$ cat src/rtl/core/tlde_pkg.sv
`timescale 1ns / 1ps

package tlde_pkg;

   localparam logic [2:0]  PH_FIRST         = 3'd0;
   localparam logic [2:0]  PH_WAIT          = 3'd6;
   localparam logic [1:0]  BLINK_WRAP       = 2'd2;
   localparam logic [6:0]  VALUE_MIN        = 7'd1;
   localparam logic [6:0]  VALUE_MAX        = 7'd99;
   localparam logic [7:0]  VALUE_MODULUS    = 8'd100;
   localparam logic [13:0] TICKS_PER_SECOND = 14'd100;

   typedef struct packed {
      logic blink_expired;
      logic apply_pressed;
      logic inc_pressed;
      logic dec_pressed;
      logic mode_pressed;
      logic start_edit;
   } req_type;

   typedef struct packed {
      logic [2:0]  edit_phase;
      logic [5:0]  led_pattern;
      logic [6:0]  shown_value;
      logic        show_value;
      logic        duration_written;
      logic [2:0]  duration_slot;
      logic [13:0] duration_value;
      logic        return_to_auto;
      logic        restart_blink_timer;
   } rsp_type;

   typedef struct packed {
      logic [2:0] phase;
      logic [1:0] blink;
      logic [6:0] value;
      logic [5:0] led;
   } state_type;

endpackage

$ cat src/rtl/core/traffic_light_duration_editor.sv
`timescale 1ns / 1ps

// Channel   Direction   Handshake              Word
// req       in          req_valid / req_stall  req_word (req_type)
// rsp       out         rsp_valid / rsp_stall  rsp_word (rsp_type)
//
// An accepted word is held in the input register, and its result is then
// loaded into the output register once that register is empty or unstalled.
// A new word can be accepted every cycle while the result side keeps up.
// Reset puts the editor in the waiting state with the value at one and
// all lights off. A stall on the result side holds both registers and
// raises req_stall once the input register is occupied.

module traffic_light_duration_editor
   import tlde_pkg::*;
(
   input  logic    clock,
   input  logic    reset,
   input  logic    req_valid,
   output logic    req_stall,
   input  req_type req_word,
   output logic    rsp_valid,
   input  logic    rsp_stall,
   output rsp_type rsp_word
);

   logic      in_vld_ff;
   logic      in_vld_in;
   req_type   in_word_ff;
   logic      out_vld_ff;
   logic      out_vld_in;
   rsp_type   out_word_ff;
   state_type state_ff;
   state_type state_in;
   rsp_type   step_rsp;
   logic      advance;
   logic      req_take;

   tlde_step u_step (
      .cur_state (state_ff),
      .req_word  (in_word_ff),
      .nxt_state (state_in),
      .rsp_word  (step_rsp)
   );

   assign advance    = in_vld_ff && (!out_vld_ff || !rsp_stall);
   assign req_stall  = in_vld_ff && !advance;
   assign req_take   = req_valid && !req_stall;
   assign in_vld_in  = req_take || (in_vld_ff && !advance);
   assign out_vld_in = advance || (out_vld_ff && rsp_stall);

   assign rsp_valid = out_vld_ff;
   assign rsp_word  = out_word_ff;

   always_ff @(posedge clock) begin
      if (reset) begin
         in_vld_ff  <= 1'b0;
         out_vld_ff <= 1'b0;
         state_ff   <= '{phase: PH_WAIT, blink: 2'd0, value: VALUE_MIN, led: 6'd0};
      end else begin
         in_vld_ff  <= in_vld_in;
         out_vld_ff <= out_vld_in;
         if (advance) begin
            state_ff <= state_in;
         end
      end
   end

   always_ff @(posedge clock) begin
      if (req_take) begin
         in_word_ff <= req_word;
      end
      if (advance) begin
         out_word_ff <= step_rsp;
      end
   end

endmodule

$ cat src/rtl/core/tlde_step.sv
`timescale 1ns / 1ps

module tlde_step
   import tlde_pkg::*;
(
   input  state_type cur_state,
   input  req_type   req_word,
   output state_type nxt_state,
   output rsp_type   rsp_word
);

   logic [2:0] ph_next;
   logic [2:0] partner;
   logic [1:0] blink_inc;
   logic [7:0] inc_sum;
   logic [6:0] shown;
   logic       show;

   assign ph_next   = cur_state.phase + 3'd1;
   assign blink_inc = cur_state.blink + 2'd1;

   always_comb begin
      case (cur_state.phase)
         3'd0:    partner = 3'd3;
         3'd1:    partner = 3'd4;
         3'd2:    partner = 3'd5;
         3'd3:    partner = 3'd0;
         3'd4:    partner = 3'd1;
         3'd5:    partner = 3'd2;
         default: partner = 3'd0;
      endcase
   end

   always_comb begin
      nxt_state = cur_state;
      rsp_word  = '0;
      inc_sum   = '0;
      shown     = cur_state.value;
      show      = 1'b0;
      if (cur_state.phase >= PH_WAIT) begin
         if (req_word.start_edit) begin
            nxt_state.phase = PH_FIRST;
         end
      end else begin
         if (req_word.blink_expired) begin
            rsp_word.restart_blink_timer = 1'b1;
            if (blink_inc > BLINK_WRAP) begin
               nxt_state.blink = 2'd0;
               nxt_state.led   = (6'd1 << cur_state.phase) | (6'd1 << partner);
            end else begin
               nxt_state.blink = blink_inc;
               nxt_state.led   = 6'd1 << cur_state.phase;
            end
         end
         if (req_word.apply_pressed) begin
            nxt_state.led             = '0;
            rsp_word.duration_written = 1'b1;
            rsp_word.duration_slot    = cur_state.phase;
            rsp_word.duration_value   = {7'd0, cur_state.value} * TICKS_PER_SECOND;
            nxt_state.value           = VALUE_MIN;
            nxt_state.phase           = ph_next;
            if (ph_next >= PH_WAIT) begin
               rsp_word.return_to_auto = 1'b1;
            end
         end
         if (req_word.inc_pressed) begin
            inc_sum = {1'b0, nxt_state.value} + 8'd1;
            if (inc_sum >= VALUE_MODULUS) begin
               inc_sum = inc_sum - VALUE_MODULUS;
            end
            if (inc_sum == 8'd0) begin
               inc_sum = 8'd1;
            end
            nxt_state.value = inc_sum[6:0];
            show            = 1'b1;
            shown           = inc_sum[6:0];
         end
         if (req_word.dec_pressed) begin
            if (nxt_state.value <= VALUE_MIN) begin
               nxt_state.value = VALUE_MAX;
            end else begin
               nxt_state.value = nxt_state.value - 7'd1;
            end
            show  = 1'b1;
            shown = nxt_state.value;
         end
         if (req_word.mode_pressed) begin
            nxt_state.led   = '0;
            nxt_state.value = VALUE_MIN;
            nxt_state.phase = ph_next;
            if (ph_next >= PH_WAIT) begin
               rsp_word.return_to_auto = 1'b1;
            end
         end
      end
      rsp_word.edit_phase  = nxt_state.phase;
      rsp_word.led_pattern = nxt_state.led;
      rsp_word.show_value  = show;
      rsp_word.shown_value = show ? shown : nxt_state.value;
   end

endmodule

$ cat config.mk
export PLATFORM = sky130hd
export DESIGN_NAME = traffic_light_duration_editor
export DESIGN_NICKNAME = d
export VERILOG_FILES = /design/src/rtl/core/tlde_pkg.sv /design/src/rtl/core/traffic_light_duration_editor.sv /design/src/rtl/core/tlde_step.sv
export SDC_FILE = /design/constraint.sdc
export NUM_CORES = 1
export LEC_CHECK = 0
export ABC_AREA = 0
export BUFFER_PORTS_ARGS = -buffer_cell sky130_fd_sc_hd__buf_2
export CAP_MARGIN = 30
export CORE_MARGIN = 3
export CORE_UTILIZATION = 40
export CTS_CLUSTER_SIZE = 24
export DETAILED_ROUTE_END_ITERATION = 10
export GPL_ROUTABILITY_DRIVEN = 0
export PLACE_DENSITY = 0.59
export SETUP_SLACK_MARGIN = 0.15
export SLEW_MARGIN = 10
export SYNTH_ARGS = -nofsm -noshare
export SYNTH_HDL_FRONTEND = slang
export SYNTH_SLANG_ARGS = --single-unit
$ cat constraint.sdc
create_clock -name clock -period 14.6 [get_ports clock]
set_clock_uncertainty 0.2 [all_clocks]
set_input_delay 0 -clock clock [delete_from_list [all_inputs] [get_ports clock]]
set_output_delay 0 -clock clock [all_outputs]
set_load 0.1 [all_outputs]
==> impl_results.md, run 1 <==
* Total Die Area at 11,960 µm²
* Vias in the first global route at 3,446
* Die boundary height at 109.4 µm
* Critical Path Fanout Max at 25
* Post-detail-place hpwl at 7141 µm
* Final design instance area without fill at 4893 µm²
* Power density over the cells at 97.28 nW/µm²
* Leading area contributor after synthesis: edfxtp_1
* Max_cap viols at 0
* Proportion of netlist area held by the largest area contributor at 0.2881
* Post-route setup TNS at 0 ps
* Syn. warnings at 0
* Number of failing hold endpoints at the final stage at 0
* Largest net degree at the start of global routing at 44
* PortBufs at 46
* Proportion of synthesized flip-flops having asynchronous set or reset at 0
* Result of the run: finished, final reports clean
* Util after Layout at 0.4719
* Antenna diode instance count at 0
* Number of slew-limit violations in the final report at 0
* GRT Total Usage at 0.1805
* Most used flip-flop cell after synthesis: edfxtp_1
* WL/cell at 16.05 µm
* Actual slew at the worst max-slew pin at 816.0 ps
* Count of placed standard cells including taps at 611
* Gate count of the mapped netlist at 453
* Clk slew on worst S/H paths at 80 ps
* CTS tree: yes
* Dominant cells by area after synthesis: edfxtp_1, ha_1, dfxtp_1
* Final period demand of the worst path at 6221 ps
* Vias per std cell at 5.592
* Total routed wirelength at 10,260 µm
* Element type at the critical path end: flop
* Effective utilization at floorplan at 0.4122
* Maximum achievable frequency at 160.8 MHz
* # H-tree levels at 3
* Worst EP required at 14,480 ps
* Share of post-route cells with drive strength above 1 at 0.1650
* Dpl ws at 8543 ps
* Number of cells on the worst reg-to-reg path at 22
* Total number of vias at 3,573
* Share of the clock period used by the worst path at 0.4261
* Final layout net count at 548
* Worst hold path endpoint: in_word_ff[1]
* Clock sinks at 61
* Hold path startpoint: req_word[1]
* Drt first-iter violations at 381
* First-pass GRT wire length at 17,050 µm
* EDFF count, synth at 41
* Worst-case clock buffer depth at 2
* Number of antenna violations at the first check in global routing at 0
* Die X at 109.4 µm
* Area after DPL at 4574 µm²
* Total number of placement rows at 37
* Hold Crit Depth at 2
* Launching element type of the critical path: flop
* Clock latency on the worst-skew pair at 340 ps
* Area Overhead vs Synth at 14.49%
* Flip-flop and latch count after synthesis at 61
* Kind of path behind the tightest hold check: primary input to flop
* Peak supply drop at 0.00006620 V
* First-pass DRT Iterations at 5
* CORE AREA at 10,370 µm²
* GRT Residual Overflow at 0
* Startpoint-to-endpoint class of the critical path: flop to flop
* Slack of the worst reg-to-reg path at 8380 ps
* Synthesized area at 4274 µm²
* Resize count post-CTS at 0
* Worst relative slew slack at 0.4560
* Final Setup Violations at 0
* Top-Level Pins at 49
* Cell Count, Final, Fillers Out at 639
* Count of different cell masters after synthesis at 74
* Drt drc at 0
* Post-synthesis area per instance at 9.435 µm²
* Setup slack of the critical path after layout at 8379 ps
* RSZ-0062 raised after global routing: no
* Signal arrival time at the worst endpoint at 6100 ps
* Reg-to-reg startpoint: in_word_ff[4]
* Reg-to-Reg End: rsp_word[23]
* Sequential share of the synthesized area at 0.3817
* Detail Route Antenna Nets at 0
* TritonCTS Buffers at 9
* Clock Tree Root: clkbuf_8
* Static Leakage at 2.053 nW
## metal layers
metal	vias to the layer above	GRT usage	part of all wire
li1	1761	-	-
met1	1664	0.2480	0.47
met2	132	0.2864	0.45
met3	16	0.03288	0.061
met4	0	0.06144	0.014
met5	-	0	0
## registers in the layout (all words and copies together) (netlist names)
register    count
in_word_ff      6
rsp_valid       1
in_vld_ff       1
rsp_word       35
state_ff       18
## cells in the final DEF, fill, tap and decap left out, types with 16 or more instances in the layout
cell type / n
edfxtp_1: 41
nand2_1: 28
o21ai_0: 16
xnor2_1: 16
dfxtp_1: 20
nor2_1: 40
buf_2: 46
a21oi_1: 39
ha_1: 38
inv_1: 21
## cell usage after synthesis, types with 3 or more instances
| master | instances |
|---|---|
| a31o_1 | 3 |
| dfxtp_1 | 20 |
| o21bai_1 | 3 |
| o21a_1 | 3 |
| a22oi_1 | 3 |
| o21ai_1 | 4 |
| and3_1 | 12 |
| buf_2 | 6 |
| nand3_1 | 12 |
| and2_1 | 3 |
| a21oi_1 | 39 |
| a21o_1 | 12 |
| a211o_1 | 4 |
| o31ai_1 | 4 |
| nor3_1 | 12 |
| clkbuf_1 | 17 |
| xor2_1 | 4 |
| nand4_1 | 4 |
| xnor2_1 | 16 |
| a22o_1 | 3 |
| and4_1 | 5 |
| edfxtp_1 | 41 |
| nand2_1 | 28 |
| ha_1 | 38 |
| clkinv_1 | 3 |
| a211oi_1 | 7 |
| o21ai_0 | 16 |
| nor2b_1 | 7 |
| inv_1 | 21 |
| nor4_1 | 3 |
| a31oi_1 | 5 |
| nor2_1 | 40 |
## critical path, cell delays in order, from the launching register on
cell,delay [ps]
edfxtp_1,880
nor2_1,240
inv_1,170
ha_1,330
inv_1,160
xnor2_1,320
inv_1,110
ha_1,280
a21boi_0,190
o21a_1,180
nor3_1,410
and4bb_1,300
or2_1,210
a31o_2,220
ha_1,200
a21oi_1,50
or3_1,360
o31ai_1,60
and4_1,230
o211ai_2,170
and2_1,310
a211oi_1,250
a21oi_1,80
## layout make-up
type                       count  area (µm²)
inverter                      24       90.09
timing repair buffer          60       377.9
fill                         997        5477
tap                          136       170.2
clock inverter                 7       75.07
sequential                    61        1632
clock buffer                   9       123.9
multi-input combinational    342        2425
## report_power, final
group | switching [mW] | internal (mW)
registers | 0.0103 | 0.195
clock network | 0.0732 | 0.0796
logic | 0.0860 | 0.0318
## cell families (layout without fill, tap and decap cells)
family                     count (synthesis)  in the layout  share of synthesized area
xor gates and xnor gates                  20             20                    0.04098
adders and majority gates                 40             40                     0.1206
DFF                                       61             61                     0.3817
AOI/OAI and AO/OA                        128            128                     0.2076
other                                      1              2                  0.0008774
buffers and inverters                     51            100                    0.05181
and+or+nand+nor                          148            148                     0.1838
muxes                                      4              4                    0.01259
## per-stage QoR
step | power (mW) | hold WS (ps)
2_1_floorplan | 0.3018 | -101.4
3_3_place_gp | 0.3220 | -21.03
3_5_place_dp | 0.3232 | -20.85
4_1_cts | 0.4797 | 149.6
5_1_grt | 0.5004 | 162.7
6_report | 0.4760 | 166.8
## what timing repair did
item / 4_1_cts / 5_1_grt
hold endpoints to repair: 27 / 0
buffers inserted: 0 / 0
hold buffers: 12 / 0
## how the worst max path moves through the flow
| stage | from | endpoint | cells past startpoint | slack, ps |
|---|---|---|---|---|
| after floorplan | in_word_ff[4] | rsp_word[24] | 25 | 9400 |
| after global placement | in_word_ff[4] | rsp_word[24] | 22 | 8780 |
| after detailed placement | in_word_ff[4] | rsp_word[23] | 22 | 8540 |
| after CTS | in_word_ff[4] | rsp_word[23] | 22 | 8490 |
| after global routing | in_word_ff[4] | rsp_word[25] | 22 | 7940 |
| final | in_word_ff[4] | rsp_word[23] | 22 | 8380 |
(Power assumes the default switching activity.)
==> run 2, diff against run 1 <==
--- a/config.mk
+++ b/config.mk
@@ -13,7 +13,7 @@
 export CTS_CLUSTER_SIZE = 24
 export DETAILED_ROUTE_END_ITERATION = 10
 export GPL_ROUTABILITY_DRIVEN = 0
-export PLACE_DENSITY = 0.59
+export PLACE_DENSITY = 0.61
 export SETUP_SLACK_MARGIN = 0.15
 export SLEW_MARGIN = 10
 export SYNTH_ARGS = -nofsm -noshare
==> constraint.sdc (replaced) <==
create_clock -name clock -period 5.6 [get_ports clock]
set_clock_uncertainty 0.2 [all_clocks]
set_input_delay 0 -clock clock [delete_from_list [all_inputs] [get_ports clock]]
set_output_delay 0 -clock clock [all_outputs]
set_load 0.1 [all_outputs]
==> impl_results.md, run 2 (synthesis gave the netlist of run 1 again) <==
* Number of slew-limit violations in the final report at 0 (unchanged)
* Util after Layout at 0.4755 (+0.003620)
* Most frequent cells in the layout: buf_2, edfxtp_1, nor2_1
* WL/cell at 15.86 µm (-1.2%)
* GRT Residual Overflow at 0 (unchanged)
* Post-route setup TNS at 0 ps (unchanged)
* Max_cap viols at 0 (unchanged)
* Clock latency on the worst-skew pair at 330 ps (about the same)
* Result of the run: finished, final reports clean
* Effective utilization at floorplan at 0.4122 (unchanged)
* Worst relative slew slack at 0.4960 (+0.04005)
* Number of antenna violations at the first check in global routing at 0 (unchanged)
* Final period demand of the worst path at 4998 ps (-1223 ps)
* Clock sinks at 61 (unchanged)
* TritonCTS Buffers at 9 (unchanged)
* Total routed wirelength at 10,290 µm (+0.35%)
* Largest net degree at the start of global routing at 30 (-32%)
* PortBufs at 46 (unchanged)
* Setup slack of the critical path after layout at 602.1 ps (-7777 ps)
* Final Setup Violations at 0 (unchanged)
* CTS tree: yes
* Static Leakage at 2.087 nW (+1.7%)
* Number of flip-flops in the largest register at 35 (unchanged)
* Kind of path behind the tightest hold check: primary input to flop
* Antenna diode instance count at 0 (unchanged)
* Filler cell count at 996 (-0.10%)
* Drt drc at 0 (unchanged)
* Most common library cell in the layout ignoring fill and taps: buf_2
* Top-Level Pins at 49 (unchanged)
* Post-detail-place hpwl at 7335 µm (+2.7%)
* Signal arrival time at the worst endpoint at 4860 ps (-1240 ps)
* Share of the clock period used by the worst path at 0.8925 (+0.4664)
* First-pass GRT wire length at 16,800 µm (-1.5%)
* Number of failing hold endpoints at the final stage at 0 (unchanged)
* Worst-case clock buffer depth at 2 (unchanged)
* Maximum achievable frequency at 200.1 MHz (+24%)
* Critical Path Fanout Max at 8 (-68%)
* Power density over the cells at 238.1 nW/µm² (+140%)
* Actual slew at the worst max-slew pin at 755.9 ps (-60.07 ps)
* Detail Route Antenna Nets at 0 (unchanged)
* Reg-to-reg startpoint: in_word_ff[4]
* Launching element type of the critical path: flop
* Startpoint-to-endpoint class of the critical path: flop to flop
* Element type at the critical path end: flop
* Clk slew on worst S/H paths at 70 ps (about the same)
* Total number of placement rows at 37 (unchanged)
* Startpoint of the worst setup timing path: in_word_ff[4]
* Peak supply drop at 0.0001546 V (+130%)
* Clock Tree Root: clkbuf_8
* # H-tree levels at 3 (unchanged)
* Final Hold Slack at 170.3 ps (+3.479 ps)
* RSZ-0062 raised after global routing: no
* Final design instance area without fill at 4931 µm² (+0.77%)
* Die boundary height at 109.4 µm (unchanged)
* Final layout net count at 558 (+1.8%)
* Number of cells on the worst reg-to-reg path at 22 (unchanged)
* Vias in the first global route at 3,283 (-4.7%)
* Total Die Area at 11,960 µm² (unchanged)
* CORE AREA at 10,370 µm² (unchanged)
* Worst EP required at 5460 ps (-9020 ps)
* Area Overhead vs Synth at 15.37%
* Vias per std cell at 5.538 (-0.96%)
* First-pass DRT Iterations at 5 (unchanged)
* GRT Total Usage at 0.1782 (-0.002264)
* Dpl ws at 340.4 ps (-8203 ps)
* Hold path startpoint: req_word[4]
* Share of post-route cells with drive strength above 1 at 0.1832 (+0.01823)
* Total number of vias at 3,594 (+0.59%)
* Drt first-iter violations at 320 (-16%)
* Die X at 109.4 µm (unchanged)
* Hold Crit Depth at 2 (unchanged)
* Area after DPL at 4637 µm² (+1.4%)
-- run 2: through the flow --
stage	cells	power (mW)
3_3_place_gp	621	0.8445
2_1_floorplan	454	0.7868
4_1_cts	649	1.180
6_report	649	1.174
5_1_grt	649	1.234
3_5_place_dp	621	0.8470
-- run 2: layer usage --
layer,vias up,wire length [µm],track usage
li1,1773,-,-
met1,1681,4756,0.2559
met2,126,4699,0.2724
met3,14,672,0.03699
met4,0,165,0.04898
met5,-,0,0
-- run 2: final timing paths --
check	end	slack, ps
max	rsp_word[24]	600
min	in_word_ff[4]	170
max reg2reg	rsp_word[24]	600
min reg2reg	state_ff[4]	260
-- run 2: final cells by class --
type,instances,area [µm²],share of cell area
Multi-Input combinational cell,342,2440,0.4948
Tap cell,136,170.2,0.03451
Clock buffer,11,131.4,0.02664
Inverter,24,90.09,0.01827
Clock inverter,5,27.53,0.005582
Sequential cell,61,1632,0.3309
Timing Repair Buffer,70,440.4,0.08932
-- run 2: critical path: stages, from the launching register on --
cell and delay (ps):
edfxtp_1 420, nor2_1 140, inv_1 100, ha_1 200, inv_1 140, xnor2_1 150
inv_1 110, ha_2 250, a21boi_1 270, o21a_2 240, o21ai_0 100, a21oi_1 210
or2_1 220, a31o_2 230, ha_1 210, a21oi_1 50, or3_1 360, o31ai_1 60
and4_1 230, o211ai_2 200, and2_1 330, a211oi_1 240, a31oi_1 70
-- run 2: report_power, final --
| group | internal [mW] | switching (mW) |
|---|---|---|
| combinational | 0.0852 | 0.234 |
| clock | 0.158 | 0.169 |
| sequential | 0.509 | 0.0188 |
| total | 0.752 | 0.422 |
-- run 2: repair_timing --
action	CTS	global route
buffers inserted	0	0
hold buffers	12	0
endpoints found under the hold margin	27	0
resized for setup	0	5
setup endpoints to repair	0	11
==> run 3, diff against run 2 <==
--- a/config.mk
+++ b/config.mk
@@ -13,9 +13,8 @@
 export CTS_CLUSTER_SIZE = 24
 export DETAILED_ROUTE_END_ITERATION = 10
 export GPL_ROUTABILITY_DRIVEN = 0
-export PLACE_DENSITY = 0.61
+export PLACE_DENSITY = 0.59
 export SETUP_SLACK_MARGIN = 0.15
-export SLEW_MARGIN = 10
 export SYNTH_ARGS = -nofsm -noshare
 export SYNTH_HDL_FRONTEND = slang
 export SYNTH_SLANG_ARGS = --single-unit
==> constraint.sdc (replaced) <==
create_clock -name clock -period 6.3 [get_ports clock]
set_clock_uncertainty 0.2 [all_clocks]
set_input_delay 0 -clock clock [delete_from_list [all_inputs] [get_ports clock]]
set_output_delay 0 -clock clock [all_outputs]
set_load 0.1 [all_outputs]
==> impl_results.md, run 3 (synthesis gave the netlist of run 1 again) <==
* CORE AREA at 10,370 µm² (unchanged)
* Total Die Area at 11,960 µm² (unchanged)
* Setup slack of the critical path after layout at 810.3 ps (+208.2 ps)
* Dpl ws at 724.1 ps (+383.7 ps)
* CTS tree: yes
* Final period demand of the worst path at 5490 ps (+491.8 ps)
* WL/cell at 15.76 µm (-0.61%)
* Maximum achievable frequency at 182.2 MHz (-9.0%)
* Area Overhead vs Synth at 15.87%
* Drt first-iter violations at 303 (-5.3%)
* Most frequent cells in the layout: buf_2, edfxtp_1, nor2_1
* Effective utilization at floorplan at 0.4122 (unchanged)
* Clock Tree Root: clkbuf_8
* Detail Route Antenna Nets at 0 (unchanged)
* Element type at the critical path end: flop
* CP cell instances: buf_4, nor2b_1, ha_1, inv_1, xnor2_1, inv_1, ha_1, nor2b_1, nor3_1, nor4_2, and4bb_1, or2_1, a31o_2, ha_1, a21oi_1, or3_1, o31ai_1, and4_1, o211ai_2, and2_1, a31o_1, o22ai_1
* Startpoint-to-endpoint class of the critical path: flop to flop
* Max_cap viols at 0 (unchanged)
* Post-detail-place hpwl at 7219 µm (-1.6%)
* Final Hold Slack at 170.5 ps (+0.1410 ps)
* GRT Residual Overflow at 0 (unchanged)
* Worst-case clock buffer depth at 2 (unchanged)
* Share of the clock period used by the worst path at 0.8714 (-0.02110)
* TritonCTS Buffers at 9 (unchanged)
* Area after DPL at 4604 µm² (-0.70%)
* Actual slew at the worst max-slew pin at 755.0 ps (-0.9439 ps)
* Die boundary height at 109.4 µm (unchanged)
* Worst path max stage delay at 540 ps (+120 ps)
* Critical Path Fanout Max at 24 (+16)
* Clock latency on the worst-skew pair at 340 ps (about the same)
* RSZ-0062 raised after global routing: no
* Drt drc at 0 (unchanged)
* Worst relative slew slack at 0.4913 (-0.004690)
* Total chip power at 1.144 mW (-2.5%)
* Final layout net count at 552 (-1.1%)
* Post-route setup TNS at 0 ps (unchanged)
* Cell Count, Final, Fillers Out at 643 (-0.92%)
* Signal arrival time at the worst endpoint at 5360 ps (+500 ps)
* Vias per std cell at 5.530 (-0.13%)
* Worst EP required at 6170 ps (+710 ps)
* Share of post-route cells with drive strength above 1 at 0.1716 (-0.01164)
* Antenna diode instance count at 0 (unchanged)
* Number of buffers added for setup after CTS at 0 (unchanged)
* Hold Crit Depth at 2 (unchanged)
* Number of antenna violations at the first check in global routing at 0 (unchanged)
* Final Setup Violations at 0 (unchanged)
* Slowest cell on crit path: nor4_2
* Multi-input gate area at 2430 µm² (-0.41%)
* Largest net degree at the start of global routing at 50 (+67%)
* Kind of path behind the tightest hold check: primary input to flop
* Clk slew on worst S/H paths at 70 ps (about the same)
* Number of failing hold endpoints at the final stage at 0 (unchanged)
* First-pass GRT wire length at 16,990 µm (+1.1%)
* Top-Level Pins at 49 (unchanged)
* PortBufs at 46 (unchanged)
* Die X at 109.4 µm (unchanged)
* Vias in the first global route at 3,395 (+3.4%)
* Number of cells on the worst reg-to-reg path at 22 (unchanged)
* Total number of vias at 3,556 (-1.1%)
* Filler cell count at 985 (-1.1%)
* Launching element type of the critical path: flop
* Total number of placement rows at 37 (unchanged)
* Static Leakage at 2.080 nW (-0.37%)
* Sequential cell area at 1632 µm² (unchanged)
* Most common library cell in the layout ignoring fill and taps: buf_2
* Power density over the cells at 231.1 nW/µm² (-3.0%)
* Result of the run: finished, final reports clean
* Util after Layout at 0.4776 (+0.002051)
* GRT Total Usage at 0.1806 (+0.002445)
* Count of placed standard cells including taps at 615 (-0.97%)
* Peak supply drop at 0.0001434 V (-7.2%)
* Number of flip-flops in the largest register at 35 (unchanged)
* Final design instance area without fill at 4952 µm² (+0.43%)
* Clock sinks at 61 (unchanged)
* # H-tree levels at 3 (unchanged)
* Total routed wirelength at 10,140 µm (-1.5%)
* Number of slew-limit violations in the final report at 0 (unchanged)
* First-pass DRT Iterations at 4 (-1)
* Cell type with the highest occurrence count on the critical path: ha_1
[run 3: changes by cell type in the layout (fill, tap and decap cells not counted), sizes merged]
cell    previous run  this run
buf               58        52
bufinv             0         2
clkinv             6         4
clkbuf            11        10
inv               22        23
[run 3: layout make-up]
| cell class | instances | area share |
|---|---|---|
| Clock buffer | 10 | 0.02779 |
| Tap cell | 136 | 0.03436 |
| Sequential cell | 61 | 0.3295 |
| Clock inverter | 6 | 0.01718 |
| Timing Repair Buffer | 64 | 0.08236 |
| Inverter | 24 | 0.01819 |
| Multi-Input combinational cell | 342 | 0.4907 |
[run 3: what timing repair did]
action                     4_1_cts  5_1_grt
hold buffers                    12        0
setup endpoints to repair        0        1
hold endpoints to repair        26        0
gates resized for setup          0        1
[run 3: final timing paths]
kind,to,slack [ps],from
max,rsp_word[21],810,in_word_ff[4]
min,in_word_ff[1],170,req_word[1]
max reg2reg,rsp_word[21],810,in_word_ff[4]
min reg2reg,state_ff[4],260,state_ff[4]
[run 3: worst max-delay path, delay by kind of cell, from the launching register on]
family	cells	cell delay [ps]
AOI/OAI and AO/OA	6	890
xor gates and xnor gates	1	200
adders and majority gates	3	840
buffers and inverters	3	500
DFF	1	390
and+or+nand+nor	9	2210
[run 3: metal layers]
metal / vias up / wire length, µm / track usage
met5: - / 0 / 0
met4: 0 / 106 / 0.04987
met3: 8 / 574 / 0.04287
met2: 109 / 4680 / 0.2812
met1: 1677 / 4775 / 0.2514
li1: 1762 / - / -
[run 3: report_power, final]
| group | total, mW | switching, mW | internal (mW) |
|---|---|---|---|
| clock network | 0.394 | 0.161 | 0.233 |
| registers | 0.469 | 0.0171 | 0.452 |
| logic | 0.281 | 0.206 | 0.0752 |
| total | 1.14 | 0.384 | 0.760 |
